<file path="src/hdl/kq_pkg.sv">
// Shared constants, codes, types and pointer helpers for the keyed removal queue.
// No dependencies; every other file of the block but kq_ram refers to this package by scope.
package kq_pkg;

  localparam int unsigned CAPACITY = 4096;
  localparam int unsigned PTR_W    = (CAPACITY > 1) ? $clog2(CAPACITY) : 1;
  localparam int unsigned CNT_W    = $clog2(CAPACITY + 1);
  localparam int unsigned VAL_W    = 17;
  localparam int unsigned CMD_W    = 2;
  localparam int unsigned STAT_W   = 3;
  localparam int unsigned OCC_W    = 13;

  localparam logic [VAL_W-1:0] MAX_VALUE_RST = 17'd100000;

  // command codes
  localparam logic [CMD_W-1:0] CMD_APPEND = 2'd0;
  localparam logic [CMD_W-1:0] CMD_REMOVE = 2'd1;
  localparam logic [CMD_W-1:0] CMD_POP    = 2'd2;
  localparam logic [CMD_W-1:0] CMD_NOP    = 2'd3;

  // status codes
  localparam logic [STAT_W-1:0] STAT_OK        = 3'd0;
  localparam logic [STAT_W-1:0] STAT_DUP       = 3'd1;
  localparam logic [STAT_W-1:0] STAT_NOT_FOUND = 3'd2;
  localparam logic [STAT_W-1:0] STAT_FULL      = 3'd3;
  localparam logic [STAT_W-1:0] STAT_EMPTY     = 3'd4;
  localparam logic [STAT_W-1:0] STAT_TOO_LARGE = 3'd5;

  typedef struct packed {
    logic             we;
    logic [PTR_W-1:0] waddr;
    logic [VAL_W-1:0] wdata;
    logic             re;
    logic [PTR_W-1:0] raddr;
  } mem_req_t;

  function automatic logic [PTR_W-1:0] ptr_inc(input logic [PTR_W-1:0] p);
    logic [PTR_W-1:0] r;
    if (p == PTR_W'(CAPACITY - 1)) begin
      r = '0;
    end else begin
      r = p + PTR_W'(1);
    end
    return r;
  endfunction

  function automatic logic [PTR_W-1:0] ptr_dec(input logic [PTR_W-1:0] p);
    logic [PTR_W-1:0] r;
    if (p == '0) begin
      r = PTR_W'(CAPACITY - 1);
    end else begin
      r = p - PTR_W'(1);
    end
    return r;
  endfunction

endpackage

</file>
<file path="src/hdl/kq_cmd_if.sv">
// Command channel of the keyed removal queue: valid/ready with command and identifier.
// Depends on kq_pkg for field widths.
interface kq_cmd_if;
  logic                      valid;
  logic                      ready;
  logic [kq_pkg::CMD_W-1:0]  cmd;
  logic [kq_pkg::VAL_W-1:0]  value;

  modport source (output valid, output cmd, output value, input ready);
  modport sink   (input valid, input cmd, input value, output ready);
endinterface

</file>
<file path="src/hdl/kq_res_if.sv">
// Result channel of the keyed removal queue: valid/ready with status, value and occupancy.
// Depends on kq_pkg for field widths.
interface kq_res_if;
  logic                      valid;
  logic                      ready;
  logic [kq_pkg::STAT_W-1:0] status;
  logic [kq_pkg::VAL_W-1:0]  out_value;
  logic [kq_pkg::OCC_W-1:0]  occupancy;

  modport source (output valid, output status, output out_value, output occupancy,
                  input ready);
  modport sink   (input valid, input status, input out_value, input occupancy,
                  output ready);
endinterface

</file>
<file path="src/hdl/kq_ctrl.sv">
// Sequencer of the keyed removal queue: command decode, linear search, shift-down removal,
// head pop and the result register. Drives the entry RAM; depends on kq_pkg and both channels.
module kq_ctrl (
  input  logic                     clk_i,
  input  logic                     rst_ni,
  input  logic                     cfg_we_i,
  input  logic [kq_pkg::VAL_W-1:0] cfg_wdata_i,
  kq_cmd_if.sink                   req_i,
  kq_res_if.source                 rsp_o,
  output kq_pkg::mem_req_t         mem_req_o,
  input  logic [kq_pkg::VAL_W-1:0] mem_rdata_i
);

  typedef enum logic [2:0] {
    S_IDLE,
    S_POP,
    S_SEARCH,
    S_SHIFT,
    S_DONE
  } state_e;

  state_e                      state_q, state_d;
  logic [kq_pkg::CMD_W-1:0]    cmd_q, cmd_d;
  logic [kq_pkg::VAL_W-1:0]    value_q, value_d;
  logic [kq_pkg::VAL_W-1:0]    max_q, max_d;
  logic [kq_pkg::PTR_W-1:0]    head_q, head_d;
  logic [kq_pkg::PTR_W-1:0]    tail_q, tail_d;
  logic [kq_pkg::CNT_W-1:0]    count_q, count_d;
  // read issue: next logical index and its physical address
  logic [kq_pkg::CNT_W-1:0]    ik_q, ik_d;
  logic [kq_pkg::PTR_W-1:0]    ip_q, ip_d;
  // read data arriving this cycle: valid, logical index, physical address
  logic                        cv_q, cv_d;
  logic [kq_pkg::CNT_W-1:0]    ck_q, ck_d;
  logic [kq_pkg::PTR_W-1:0]    cp_q, cp_d;
  // shift write pointer
  logic [kq_pkg::PTR_W-1:0]    wp_q, wp_d;
  logic [kq_pkg::STAT_W-1:0]   pend_status_q, pend_status_d;
  logic [kq_pkg::VAL_W-1:0]    pend_outv_q, pend_outv_d;
  logic                        res_valid_q, res_valid_d;
  logic [kq_pkg::STAT_W-1:0]   res_status_q, res_status_d;
  logic [kq_pkg::VAL_W-1:0]    res_outv_q, res_outv_d;
  logic [kq_pkg::OCC_W-1:0]    res_occ_q, res_occ_d;

  logic accept;
  logic hit;
  logic full;

  assign req_i.ready = (state_q == S_IDLE);
  assign accept      = req_i.valid && req_i.ready;
  assign hit         = cv_q && (mem_rdata_i == value_q);
  assign full        = (count_q == kq_pkg::CNT_W'(kq_pkg::CAPACITY));

  always_comb begin
    state_d       = state_q;
    cmd_d         = cmd_q;
    value_d       = value_q;
    max_d         = max_q;
    head_d        = head_q;
    tail_d        = tail_q;
    count_d       = count_q;
    ik_d          = ik_q;
    ip_d          = ip_q;
    cv_d          = cv_q;
    ck_d          = ck_q;
    cp_d          = cp_q;
    wp_d          = wp_q;
    pend_status_d = pend_status_q;
    pend_outv_d   = pend_outv_q;
    res_valid_d   = res_valid_q;
    res_status_d  = res_status_q;
    res_outv_d    = res_outv_q;
    res_occ_d     = res_occ_q;
    mem_req_o     = '0;

    if (cfg_we_i) begin
      max_d = cfg_wdata_i;
    end

    if (rsp_o.ready) begin
      res_valid_d = 1'b0;
    end

    case (state_q)
      S_IDLE: begin
        if (accept) begin
          cmd_d         = req_i.cmd;
          value_d       = req_i.value;
          pend_status_d = kq_pkg::STAT_OK;
          pend_outv_d   = '0;
          // read the head on every transaction; pop and search both start there
          mem_req_o.re    = 1'b1;
          mem_req_o.raddr = head_q;
          cv_d          = 1'b1;
          ck_d          = '0;
          cp_d          = head_q;
          ik_d          = kq_pkg::CNT_W'(1);
          ip_d          = kq_pkg::ptr_inc(head_q);
          state_d       = S_DONE;
          case (req_i.cmd)
            kq_pkg::CMD_APPEND, kq_pkg::CMD_REMOVE: begin
              if (req_i.value > max_q) begin
                pend_status_d = kq_pkg::STAT_TOO_LARGE;
              end else if (count_q == '0) begin
                if (req_i.cmd == kq_pkg::CMD_APPEND) begin
                  mem_req_o.we    = 1'b1;
                  mem_req_o.waddr = tail_q;
                  mem_req_o.wdata = req_i.value;
                  tail_d          = kq_pkg::ptr_inc(tail_q);
                  count_d         = count_q + kq_pkg::CNT_W'(1);
                end else begin
                  pend_status_d = kq_pkg::STAT_NOT_FOUND;
                end
              end else begin
                state_d = S_SEARCH;
              end
            end
            kq_pkg::CMD_POP: begin
              if (count_q == '0) begin
                pend_status_d = kq_pkg::STAT_EMPTY;
              end else begin
                state_d = S_POP;
              end
            end
            default: begin
              pend_status_d = kq_pkg::STAT_OK;
            end
          endcase
        end
      end

      S_POP: begin
        pend_outv_d = mem_rdata_i;
        head_d      = kq_pkg::ptr_inc(head_q);
        count_d     = count_q - kq_pkg::CNT_W'(1);
        state_d     = S_DONE;
      end

      S_SEARCH: begin
        if (hit) begin
          cv_d = 1'b0;
          if (cmd_q == kq_pkg::CMD_APPEND) begin
            pend_status_d = kq_pkg::STAT_DUP;
            state_d       = S_DONE;
          end else if ((ck_q + kq_pkg::CNT_W'(1)) == count_q) begin
            // last entry: nothing to shift
            tail_d  = kq_pkg::ptr_dec(tail_q);
            count_d = count_q - kq_pkg::CNT_W'(1);
            state_d = S_DONE;
          end else begin
            wp_d    = cp_q;
            ip_d    = kq_pkg::ptr_inc(cp_q);
            ik_d    = ck_q + kq_pkg::CNT_W'(1);
            state_d = S_SHIFT;
          end
        end else if (cv_q && (ck_q == (count_q - kq_pkg::CNT_W'(1)))) begin
          cv_d    = 1'b0;
          state_d = S_DONE;
          if (cmd_q == kq_pkg::CMD_APPEND) begin
            if (full) begin
              pend_status_d = kq_pkg::STAT_FULL;
            end else begin
              mem_req_o.we    = 1'b1;
              mem_req_o.waddr = tail_q;
              mem_req_o.wdata = value_q;
              tail_d          = kq_pkg::ptr_inc(tail_q);
              count_d         = count_q + kq_pkg::CNT_W'(1);
            end
          end else begin
            pend_status_d = kq_pkg::STAT_NOT_FOUND;
          end
        end else if (ik_q < count_q) begin
          mem_req_o.re    = 1'b1;
          mem_req_o.raddr = ip_q;
          cv_d            = 1'b1;
          ck_d            = ik_q;
          cp_d            = ip_q;
          ik_d            = ik_q + kq_pkg::CNT_W'(1);
          ip_d            = kq_pkg::ptr_inc(ip_q);
        end else begin
          cv_d = 1'b0;
        end
      end

      S_SHIFT: begin
        // move each later entry down by one, one read and one write a cycle
        if (cv_q) begin
          mem_req_o.we    = 1'b1;
          mem_req_o.waddr = wp_q;
          mem_req_o.wdata = mem_rdata_i;
          wp_d            = kq_pkg::ptr_inc(wp_q);
        end
        if (ik_q < count_q) begin
          mem_req_o.re    = 1'b1;
          mem_req_o.raddr = ip_q;
          cv_d            = 1'b1;
          ik_d            = ik_q + kq_pkg::CNT_W'(1);
          ip_d            = kq_pkg::ptr_inc(ip_q);
        end else begin
          cv_d = 1'b0;
          if (cv_q) begin
            tail_d  = kq_pkg::ptr_dec(tail_q);
            count_d = count_q - kq_pkg::CNT_W'(1);
            state_d = S_DONE;
          end
        end
      end

      S_DONE: begin
        // hold until the result register is free
        if (!res_valid_q || rsp_o.ready) begin
          res_valid_d  = 1'b1;
          res_status_d = pend_status_q;
          res_outv_d   = pend_outv_q;
          res_occ_d    = kq_pkg::OCC_W'(count_q);
          state_d      = S_IDLE;
        end
      end

      default: begin
        state_d = S_IDLE;
      end
    endcase
  end

  always_ff @(posedge clk_i or negedge rst_ni) begin
    if (!rst_ni) begin
      state_q      <= S_IDLE;
      max_q        <= kq_pkg::MAX_VALUE_RST;
      head_q       <= '0;
      tail_q       <= '0;
      count_q      <= '0;
      cv_q         <= 1'b0;
      res_valid_q  <= 1'b0;
      res_status_q <= '0;
      res_outv_q   <= '0;
      res_occ_q    <= '0;
    end else begin
      state_q      <= state_d;
      max_q        <= max_d;
      head_q       <= head_d;
      tail_q       <= tail_d;
      count_q      <= count_d;
      cv_q         <= cv_d;
      res_valid_q  <= res_valid_d;
      res_status_q <= res_status_d;
      res_outv_q   <= res_outv_d;
      res_occ_q    <= res_occ_d;
    end
  end

  always_ff @(posedge clk_i) begin
    cmd_q         <= cmd_d;
    value_q       <= value_d;
    ik_q          <= ik_d;
    ip_q          <= ip_d;
    ck_q          <= ck_d;
    cp_q          <= cp_d;
    wp_q          <= wp_d;
    pend_status_q <= pend_status_d;
    pend_outv_q   <= pend_outv_d;
  end

  assign rsp_o.valid     = res_valid_q;
  assign rsp_o.status    = res_status_q;
  assign rsp_o.out_value = res_outv_q;
  assign rsp_o.occupancy = res_occ_q;

  a_count_bound: assert property (@(posedge clk_i) disable iff (!rst_ni)
    count_q <= kq_pkg::CNT_W'(kq_pkg::CAPACITY))
    else $error("entry count above capacity");

  a_tail_tracks: assert property (@(posedge clk_i) disable iff (!rst_ni)
    tail_q == kq_pkg::PTR_W'((32'(head_q) + 32'(count_q)) % kq_pkg::CAPACITY))
    else $error("tail pointer out of step with head and count");

  a_search_no_write: assert property (@(posedge clk_i) disable iff (!rst_ni)
    (state_q == S_SEARCH) && !(cv_q && (ck_q == (count_q - kq_pkg::CNT_W'(1))))
    |-> !mem_req_o.we)
    else $error("entry write during search");

  a_pop_count: assert property (@(posedge clk_i) disable iff (!rst_ni)
    (state_q == S_POP) |=> (count_q == ($past(count_q) - kq_pkg::CNT_W'(1))))
    else $error("pop did not drop one entry");

endmodule

</file>
<file path="src/flat_wrapper.sv">
// flat-port wrapper written by rule: the top's interface ports become plain ports
module kq_ctrl_flat 
  (clk_i, rst_ni, cfg_we_i, cfg_wdata_i, mem_req_o, mem_rdata_i, req_i_valid, req_i_cmd, req_i_value, req_i_ready, rsp_o_valid, rsp_o_status, rsp_o_out_value, rsp_o_occupancy, rsp_o_ready);
  kq_cmd_if req_i_i ();
  kq_res_if rsp_o_i ();
  input  logic clk_i;
  input  logic rst_ni;
  input  logic cfg_we_i;
  input  logic [kq_pkg::VAL_W-1:0] cfg_wdata_i;
  output kq_pkg::mem_req_t mem_req_o;
  input  logic [kq_pkg::VAL_W-1:0] mem_rdata_i;
  input wire logic [$bits(req_i_i.valid)-1:0] req_i_valid;
  input wire logic [$bits(req_i_i.cmd)-1:0] req_i_cmd;
  input wire logic [$bits(req_i_i.value)-1:0] req_i_value;
  output wire logic [$bits(req_i_i.ready)-1:0] req_i_ready;
  output wire logic [$bits(rsp_o_i.valid)-1:0] rsp_o_valid;
  output wire logic [$bits(rsp_o_i.status)-1:0] rsp_o_status;
  output wire logic [$bits(rsp_o_i.out_value)-1:0] rsp_o_out_value;
  output wire logic [$bits(rsp_o_i.occupancy)-1:0] rsp_o_occupancy;
  input wire logic [$bits(rsp_o_i.ready)-1:0] rsp_o_ready;
  assign req_i_i.valid = req_i_valid;
  assign req_i_i.cmd = req_i_cmd;
  assign req_i_i.value = req_i_value;
  assign req_i_ready = req_i_i.ready;
  assign rsp_o_valid = rsp_o_i.valid;
  assign rsp_o_status = rsp_o_i.status;
  assign rsp_o_out_value = rsp_o_i.out_value;
  assign rsp_o_occupancy = rsp_o_i.occupancy;
  assign rsp_o_i.ready = rsp_o_ready;
  kq_ctrl u_core (.clk_i(clk_i), .rst_ni(rst_ni), .cfg_we_i(cfg_we_i), .cfg_wdata_i(cfg_wdata_i), .req_i(req_i_i), .rsp_o(rsp_o_i), .mem_req_o(mem_req_o), .mem_rdata_i(mem_rdata_i));
endmodule
</file>
<file path="config.mk">
export PLATFORM = sky130hd
export DESIGN_NAME = kq_ctrl_flat
export DESIGN_NICKNAME = d
export VERILOG_FILES = /design/src/hdl/kq_pkg.sv /design/src/hdl/kq_cmd_if.sv /design/src/hdl/kq_res_if.sv /design/src/hdl/kq_ctrl.sv /design/src/flat_wrapper.sv
export SDC_FILE = /design/constraint.sdc
export NUM_CORES = 1
export LEC_CHECK = 0
export ABC_AREA = 1
export BUFFER_PORTS_ARGS = -buffer_cell sky130_fd_sc_hd__buf_2
export CORE_ASPECT_RATIO = 0.5
export CORE_MARGIN = 2
export CORE_UTILIZATION = 60
export CTS_CLUSTER_DIAMETER = 60
export DETAILED_ROUTE_END_ITERATION = 10
export PLACE_DENSITY = 0.81
export SKIP_LAST_GASP = 1
export SYNTH_ARGS = -nofsm -noshare
export SYNTH_HDL_FRONTEND = slang
export SYNTH_SLANG_ARGS = --single-unit
</file>
<file path="constraint.sdc">
create_clock -name clk_i -period 7 [get_ports clk_i]
set_input_delay 0 -clock clk_i [delete_from_list [all_inputs] [get_ports clk_i]]
set_output_delay 0 -clock clk_i [all_outputs]
set_load 0.05 [all_outputs]
</file>
After elaboration in Yosys (flattened, before gate mapping)
Index checks and enable logic that the tools add are counted.
{"block": "word_totals", "in_bits": 58, "elab_cells": 207, "mem_bits_rw": 0, "rom_bits": 0, "regBits": 193, "memories": 0, "out_inout_bits": 78, "latchBits": 0}
{"block": "op_classes", "n_reduce_logical": 27, "bitwise": 0, "mux": 111, "n_lt_le_gt_ge": 2, "div": 0, "shifts": 0, "add_sub_neg": 10, "n_mul": 0, "eq_ne": 38}
{"operator": "12-bit two-way mux", "n": 33}
{"operator": "13-bit two-way mux", "n": 25}
{"operator": "30-bit two-way mux", "n": 8}
{"operator": "43-bit case mux with 3 select lines", "n": 1}
{"operator": "43-bit two-way mux", "n": 2}
{"operator": "12-bit case mux with 3 select lines", "n": 2}
{"operator": "12-bit by 1-bit adder with 12-bit output (second input constant)", "n": 5}
{"operator": "12-bit equality test (second input constant)", "n": 5}
{"operator": "3-bit two-way mux", "n": 20}
{"operator": "13-bit case mux with 4 select lines", "n": 1}
{"operator": "12-bit case mux with 2 select lines", "n": 2}
{"operator": "13-bit by 1-bit adder with 13-bit output (second input constant)", "n": 3}
{"operator": "13-bit case mux with 3 select lines", "n": 1}
{"operator": "17-bit case mux with 2 select lines", "n": 1}
{"operator": "13-bit equality test", "n": 2}
{"operator": "13-bit case mux with 2 select lines", "n": 1}
{"operator": "13-bit AND reduction", "n": 2}
{"operator": "5-bit AND reduction", "n": 5}
{"operator": "2-bit inequality test (second input constant)", "n": 10}
{"operator": "3-bit case mux with 2 select lines", "n": 3}
{"operator": "17-bit equality test", "n": 1}
{"operator": "17-bit greater-than comparator", "n": 1}
{"operator": "17-bit two-way mux", "n": 1}
{"operator": "3-bit case mux with 5 select lines", "n": 1}
{"operator": "29 further kinds", "n": 52}

Depth between registers and ports, before layout
Gate-level depths: netlist of run 1.
{"block": "depth", "word_depth": 8, "mapped_depth": 20, "depth_no_buf": 18}

Worst setup path before layout of run 1
Ideal clock, no wire load.
{"block": "synth_path", "kind": "register to register", "start": "reg u_core.state_q[1]", "end": "reg u_core.ck_q[0] (netlist name), enable pin", "t_arrival_ns": 3.295, "required_time_ns": 6.585, "path_slack_ns": 3.290, "synth_period_minus_slack_ns": 3.710, "path_buffers": 0, "stages_incl_launch_ff": 8, "cell_sequence": "dfrtp_1 nor2_1 nand2_1 nor2_1 inv_1 nand2_1 nand2_1 a21oi_1"}
{"block": "synth_via", "elab_chain_len": 4}
{"item": "start, declared", "line_no": "kq_ctrl.sv:22", "text": "state_e state_q, state_d;"}
{"item": "start signal, assigned", "line_no": "kq_ctrl.sv:239", "text": "state_q <= state_d;"}
{"item": "3-bit zero test", "line_no": "kq_ctrl.sv:49, kq_ctrl.sv:84"}
{"item": "1-bit logical AND", "line_no": "kq_ctrl.sv:50", "text": "assign accept = req_i.valid && req_i.ready;"}
{"item": "2-bit inequality test (no source line)"}
{"item": "5-bit AND reduction (no source line) (*)"}
{"item": "end signal, assigned", "line_no": "kq_ctrl.sv:257", "text": "ck_q <= ck_d;"}
{"item": "end, declared", "line_no": "kq_ctrl.sv:34", "text": "logic [kq_pkg::CNT_W-1:0] ck_q, ck_d;"}
Mark *: on every way between the ends. The rest lies on a longest branch, timed or not.
A chain may end at the register's enable or synchronous reset.

==> metrics.yaml, run 1 <==
dpl_worst_slack_ns: 2.75
drive_gt1_frac: 0.142
p_leak_nw: 6.95
fin_crit_sh: 0.645
antenna_left: 0
synth_cell_type_count: 56
antenna_cells_inserted: 0
worstHoldPathType: "in2async"
utilization: 0.718
yosys_warnings: 0
start_kind: "register"
path_class: "reg2out"
avgSynthCellArea_um2: 7.62
final_cell_mix: "nand2_1, inv_1, nor2_1"
report.final.slew_viol_count: 0
netlist_area_um2: 13000
async_flop_share: 0.477
cts_sinks: 193
placed_cells: 2080
syn_to_final_growth_pct: 15.7
final_area_um2: 15000
critPathMaxFanout: 21
grtUsageTotal: 0.365
cts_resized: 0
netlist_instances: 1699
finalSetupTns_ns: 0
row_count: 37
hold_violations: 0
cts_htree_levels: 4
core_um2: 20900
drt_pass1_iterations: 6
grt_overflow: 0
mostFrequentLayoutCell: "nand2_1"
tightest_slew_ns: 1.21
synth_seq_cells: 193
end_kind: "output port"
cts_tree: "built"
clock_skew_ns: 0.0116
relSlewSlack: 0.195
grt_pass1_wl_um: 63900
synth-seq-area-share: 0.412
power.total_mw: 6.54
layout_min_cycle_time_ns: 4.51
synth-edff-count: 101
finish.net_count: 1965
routedWlPerCell_um: 18.9
finalSetupViolCount: 0
root_buffer: "clkbuf_16"
grt_pass1_vias: 12180
r2r-end: "u_core.ck_q[1]"
place_congestion: 0.987
max_freq_mhz: 221
die-area_um2: 22900
remaining_drc_errors: 0
die_y_um: 108
clk_pin_slew_ns: 0.08
io_buffers: 135
synthesis.nets: 1798
start_util: 0.620
grt_max_degree: 59
vias: 12880
r2r_setup_slack_ns: 2.72
cts_max_path_buffers: 2
startpoint: "u_core.state_q[1]"
peakVddDrop_uv: 221
dominantRegCellSynth: "edfxtp_1"
powerDensity_nw_per_um2: 437
crit_arrival_ns: 4.51
required_ns: 7.00
hpwl_um: 29200
ff2ff_path_depth: 10
cts_buffers: 17
rsz0062_at_grt: "no"
place_area_um2: 13800
status: "complete, no violations"
layout.cells.non_filler: 2171
timing.rr.start: "u_core.count_q[7]"
wl_um: 41000
worstSkewPairLatency_ns: 0.47
drt_iter0_drc: 1596
maxCapViolCount: 0
die_w_um: 212
via_per_inst: 5.93
fin_ws_ns: 2.49
antenna_found_initial: 0
critPathCapture: "mem_req_o[14]"
ioPinCount: 136
holdWs_ns: 0.0284
## critical path: stages, from the launching register on
cell	delay [ns]
dfrtp_1	0.43
nor2_1	0.25
nand2_1	0.20
nor2_2	0.94
inv_1	0.55
nor2_1	0.27
nand3_1	0.55
o221ai_1	0.51
buf_2	0.34
## layout make-up
| cell class | instances | area (um2) |
|---|---|---|
| clock inverter | 13 | 159 |
| fill | 1590 | 5890 |
| inverter | 224 | 841 |
| clock buffer | 19 | 454 |
| sequential | 193 | 5340 |
| multi-input combinational | 1230 | 6520 |
| timing repair buffer | 200 | 1310 |
| tap | 292 | 365 |
## report_power, final
group          switching [mW]  total (mW)  leakage [nW]  internal [mW]
Combinational            2.37        3.33          4.49          0.956
Sequential              0.431        2.16          2.15           1.73
Clock                   0.493        1.06         0.307          0.563
Total                    3.30        6.54          6.95           3.25
## timing repair
| action | in CTS | in global routing |
|---|---|---|
| setup buffers | 0 | 0 |
| endpoints found under the hold margin | 89 | 0 |
| hold buffers | 59 | 0 |
## cells by family after synthesis
| group | Yosys count | synth area share |
|---|---|---|
| simple gates | 854 | 0.293 |
| compound gates | 264 | 0.116 |
| xor+xnor | 50 | 0.0354 |
| flops | 193 | 0.412 |
| buf+inv | 276 | 0.0855 |
| fa+ha+maj | 41 | 0.0396 |
| mux | 21 | 0.0183 |
## routing by layer
layer / global-route usage / share of wire / up-vias
met3: 0.102 / 0.12 / 114
met5: 0 / 0 / -
li1: - / - / 5994
met4: 0.151 / 0.032 / 0
met2: 0.560 / 0.43 / 773
met1: 0.491 / 0.42 / 5999
## flip-flops by register name, summed over array words and instances, names as in the netlist, 13 cells and up
signal and cells:
u_core.rsp_o.out_value 17, u_core.count_q 13, u_core.value_q 17, u_core.ik_q 13, u_core.pend_outv_q 17, u_core.max_q 17, u_core.rsp_o.occupancy 13, u_core.ck_q 13
## worst min-delay path by stage
| stage | from | end | cells after the start |
|---|---|---|---|
| 6_report | rst_ni | u_core.max_q[12] | 2 |
| 3_3_place_gp | rst_ni | u_core.max_q[12] | 1 |
| 5_1_grt | mem_rdata_i[16] | u_core.pend_outv_q[16] | 3 |
| 4_1_cts | cfg_we_i | u_core.max_q[7] | 3 |
| 2_1_floorplan | rst_ni | u_core.count_q[0] | 0 |
| 3_5_place_dp | rst_ni | u_core.max_q[12] | 1 |
## synthesized netlist by cell type (2+ instances only)
| library cell | count | area share |
|---|---|---|
| nand2_1 | 424 | 0.12 |
| inv_1 | 210 | 0.061 |
| nor2_1 | 166 | 0.048 |
| o21ai_0 | 142 | 0.055 |
| nand3_1 | 118 | 0.046 |
| edfxtp_1 | 101 | 0.23 |
| dfrtp_1 | 86 | 0.17 |
| a21oi_1 | 50 | 0.019 |
| nand4_1 | 44 | 0.021 |
| xor2_1 | 42 | 0.028 |
| ha_1 | 41 | 0.040 |
| nor3_1 | 36 | 0.014 |
| clkbuf_1 | 33 | 0.0096 |
| o22ai_1 | 23 | 0.011 |
| mux2_2 | 21 | 0.018 |
| o221ai_1 | 19 | 0.013 |
| nor2_2 | 14 | 0.0068 |
| buf_2 | 9 | 0.0035 |
| nand2_2 | 9 | 0.0043 |
| nor2_4 | 9 | 0.0078 |
| or2_2 | 9 | 0.0043 |
| inv_2 | 8 | 0.0023 |
| buf_6 | 7 | 0.0061 |
| o31ai_1 | 7 | 0.0041 |
| clkinv_1 | 6 | 0.0017 |
| dfstp_2 | 6 | 0.012 |
| xnor2_1 | 6 | 0.0041 |
| nand3_2 | 5 | 0.0039 |
| nor3b_1 | 4 | 0.0023 |
| nor4_1 | 4 | 0.0019 |
| a31oi_1 | 3 | 0.0014 |
| nand2_4 | 3 | 0.0026 |
| o2111ai_1 | 3 | 0.0020 |
| o211ai_1 | 3 | 0.0017 |
| o21ai_1 | 3 | 0.0012 |
| a32o_1 | 2 | 0.0015 |
| buf_4 | 2 | 0.0012 |
| nand3b_1 | 2 | 0.0012 |
| o21a_1 | 2 | 0.0012 |
(Power assumes the default switching activity.)
==> run 2, diff against run 1 <==
- ABC_AREA: 1 -> 0
- CORE_UTILIZATION: 60 -> 54
- PLACE_DENSITY: 0.81 -> 0.78
- clock period: 7 -> 4 ns (I/O delays scaled with it)
==> run 2 against run 1 <==
Effect of this change:
- first-iteration DRC count down 17%
- sequential power up 82%
- combinational power up 43%
- synthesized area down 8.0%
- via count down 14%
- clock-buffer cell count up 1
- sequential cell count unchanged
- non-clock buffer count up 26
- design area down 5.4%
- sequential share of layout area up 2.0 points
- routed wire length down 9.9%
- highest routed layer unchanged
==> metrics.yaml, run 2 <==
synth_seq_cells: 193
maxCapViolCount: 0
synth_cell_type_count: 72
fillers: 1644
yosys-top-cells-count: "nand2_1, edfxtp_1, dfrtp_1, xnor2_1, o21ai_0"
root_buffer: "clkbuf_16"
die_y_um: 109
synth-edff-count: 101
antenna_found_initial: 0
r2r_setup_slack_ns: 0.45
status: "complete, no violations"
place_area_um2: 12900
end_kind: "output port"
p_leak_nw: 5.96
remaining_drc_errors: 0
holdWs_ns: 0.0629
path_class: "reg2out"
timing.rr.start: "u_core.ck_q[1]"
finalSetupViolCount: 0
syn_to_final_growth_pct: 19.1
core_um2: 21600
die-area_um2: 23300
yosys_warnings: 0
wl_um: 36900
mostFrequentLayoutCell: "nand2_1"
synthesis.nets: 1367
dominantRegCellSynth: "edfxtp_1"
startpoint: "u_core.max_q[7]"
synth-seq-area-share: 0.449
antenna_cells_inserted: 0
critPathMaxFanout: 30
final_area_um2: 14200
peakVddDrop_uv: 337
finish.net_count: 1540
start_util: 0.551
power.total_mw: 10.5
layout_min_cycle_time_ns: 3.92
tightest_slew_ns: 1.19
io_buffers: 135
crit_arrival_ns: 3.92
cts_htree_levels: 4
drt_pass1_iterations: 6
worstSkewPairLatency_ns: 0.47
hold_violations: 0
cts_tree: "built"
netlist_area_um2: 11900
powerDensity_nw_per_um2: 741
relSlewSlack: 0.201
row_count: 38
dpl_worst_slack_ns: 0.534
layout.cells.non_filler: 1754
routedWlPerCell_um: 21.1
yosysMostFrequentCell: "nand2_1"
critPathCapture: "mem_req_o[42]"
grt_max_degree: 71
grt_pass1_vias: 10790
ff2ff_path_depth: 10
fin_crit_sh: 0.980
report.final.slew_viol_count: 0
async_flop_share: 0.477
required_ns: 4.00
clk_pin_slew_ns: 0.08
yosys-top-cells-area: "edfxtp_1, dfrtp_1, nand2_1, xnor2_1, ha_1"
cts_buffers: 17
fin_ws_ns: 0.0784
max_freq_mhz: 255
drive_gt1_frac: 0.170
grt_overflow: 0
grt_pass1_wl_um: 57200
hpwl_um: 24600
grtUsageTotal: 0.317
r2r-end: "u_core.tail_q[6]"
cts_sinks: 193
start_kind: "register"
die_w_um: 214
cts_max_path_buffers: 2
antenna_left: 0
drt_iter0_drc: 1329
ioPinCount: 136
vias: 11130
netlist_instances: 1268
clock_skew_ns: 0.0213
avgSynthCellArea_um2: 9.39
worstHoldPathType: "in2reg"
synth_area_leader_cell: "edfxtp_1"
final_cell_mix: "nand2_1, buf_2, edfxtp_1"
synth.top_cell.area_share: 0.255
via_per_inst: 6.35
placed_cells: 1660
place_congestion: 0.980
[run 2: cell types whose count changed after synthesis, moves of 28 or more]
cell,previous run,this run
xnor2_1,6,76
nand3_1,118,42
o21ai_0,142,72
and3_1,0,32
nand2_1,424,208
nor2_1,166,60
inv_1,210,41
nand4_1,44,16
and2_1,1,38
[run 2: cell type report]
type,count,area [um2],area share
Multi-Input combinational cell,961,6180,0.436
Sequential cell,193,5340,0.377
Timing Repair Buffer,226,1530,0.108
Clock buffer,20,458,0.0323
Tap cell,300,375,0.0265
Inverter,42,158,0.0111
Clock inverter,12,143,0.0101
[run 2: what timing repair did]
action | in CTS | in global routing
hold buffers | 60 | 0
setup buffers | 0 | 1
setup endpoints to repair | 0 | 43
hold endpoints to repair | 120 | 0
resized for setup | 0 | 16
[run 2: layer usage]
| metal | up-vias | share of wire | track usage |
|---|---|---|---|
| met5 | - | 0 | 0 |
| met4 | 0 | 0.047 | 0.167 |
| met3 | 159 | 0.10 | 0.0728 |
| met2 | 753 | 0.46 | 0.519 |
| met1 | 5299 | 0.39 | 0.400 |
| li1 | 4919 | - | - |
[run 2: worst min-delay path by stage]
stage | start | cells after the start | slack (ns) | endpoint
floorplan | rst_ni | 0 | -0.30 | u_core.count_q[0]
global placement | rst_ni | 1 | 0.19 | u_core.max_q[3]
detailed placement | rst_ni | 1 | 0.21 | u_core.max_q[3]
CTS | cfg_we_i | 3 | 0.005 | u_core.max_q[8]
global route | cfg_we_i | 3 | 0.07 | u_core.max_q[16]
finish | cfg_we_i | 3 | 0.06 | u_core.max_q[14]
[run 2: where the power goes]
part	switching (mW)	internal, mW
logic	3.14	1.62
registers	0.908	3.02
clock network	0.836	0.975
[run 2: critical path, cell delays in order (launching register included)]
cell,delay [ns]
dfstp_2,0.54
inv_1,0.07
ha_1,0.33
nand4_1,0.23
nor2_1,0.22
o31ai_1,0.17
a211oi_1,0.65
nor3b_1,0.20
and2_1,0.22
buf_4,0.24
or3_1,0.37
buf_2,0.21
[run 2: per-stage QoR]
stage / util / TNS (ns)
floorplan: - / 0
global placement: 0.596 / 0
detailed placement: 0.596 / 0
CTS: 0.652 / 0
global route: 0.656 / -0.0521
finish: 0.656 / 0
[run 2: cell families after synthesis]
| logic type | share of synthesized area |
|---|---|
| xor+xnor | 0.0916 |
| flops | 0.449 |
| fa+ha+maj | 0.0431 |
| mux | 0.0284 |
| buf+inv | 0.0387 |
| compound gates | 0.143 |
| simple gates | 0.207 |
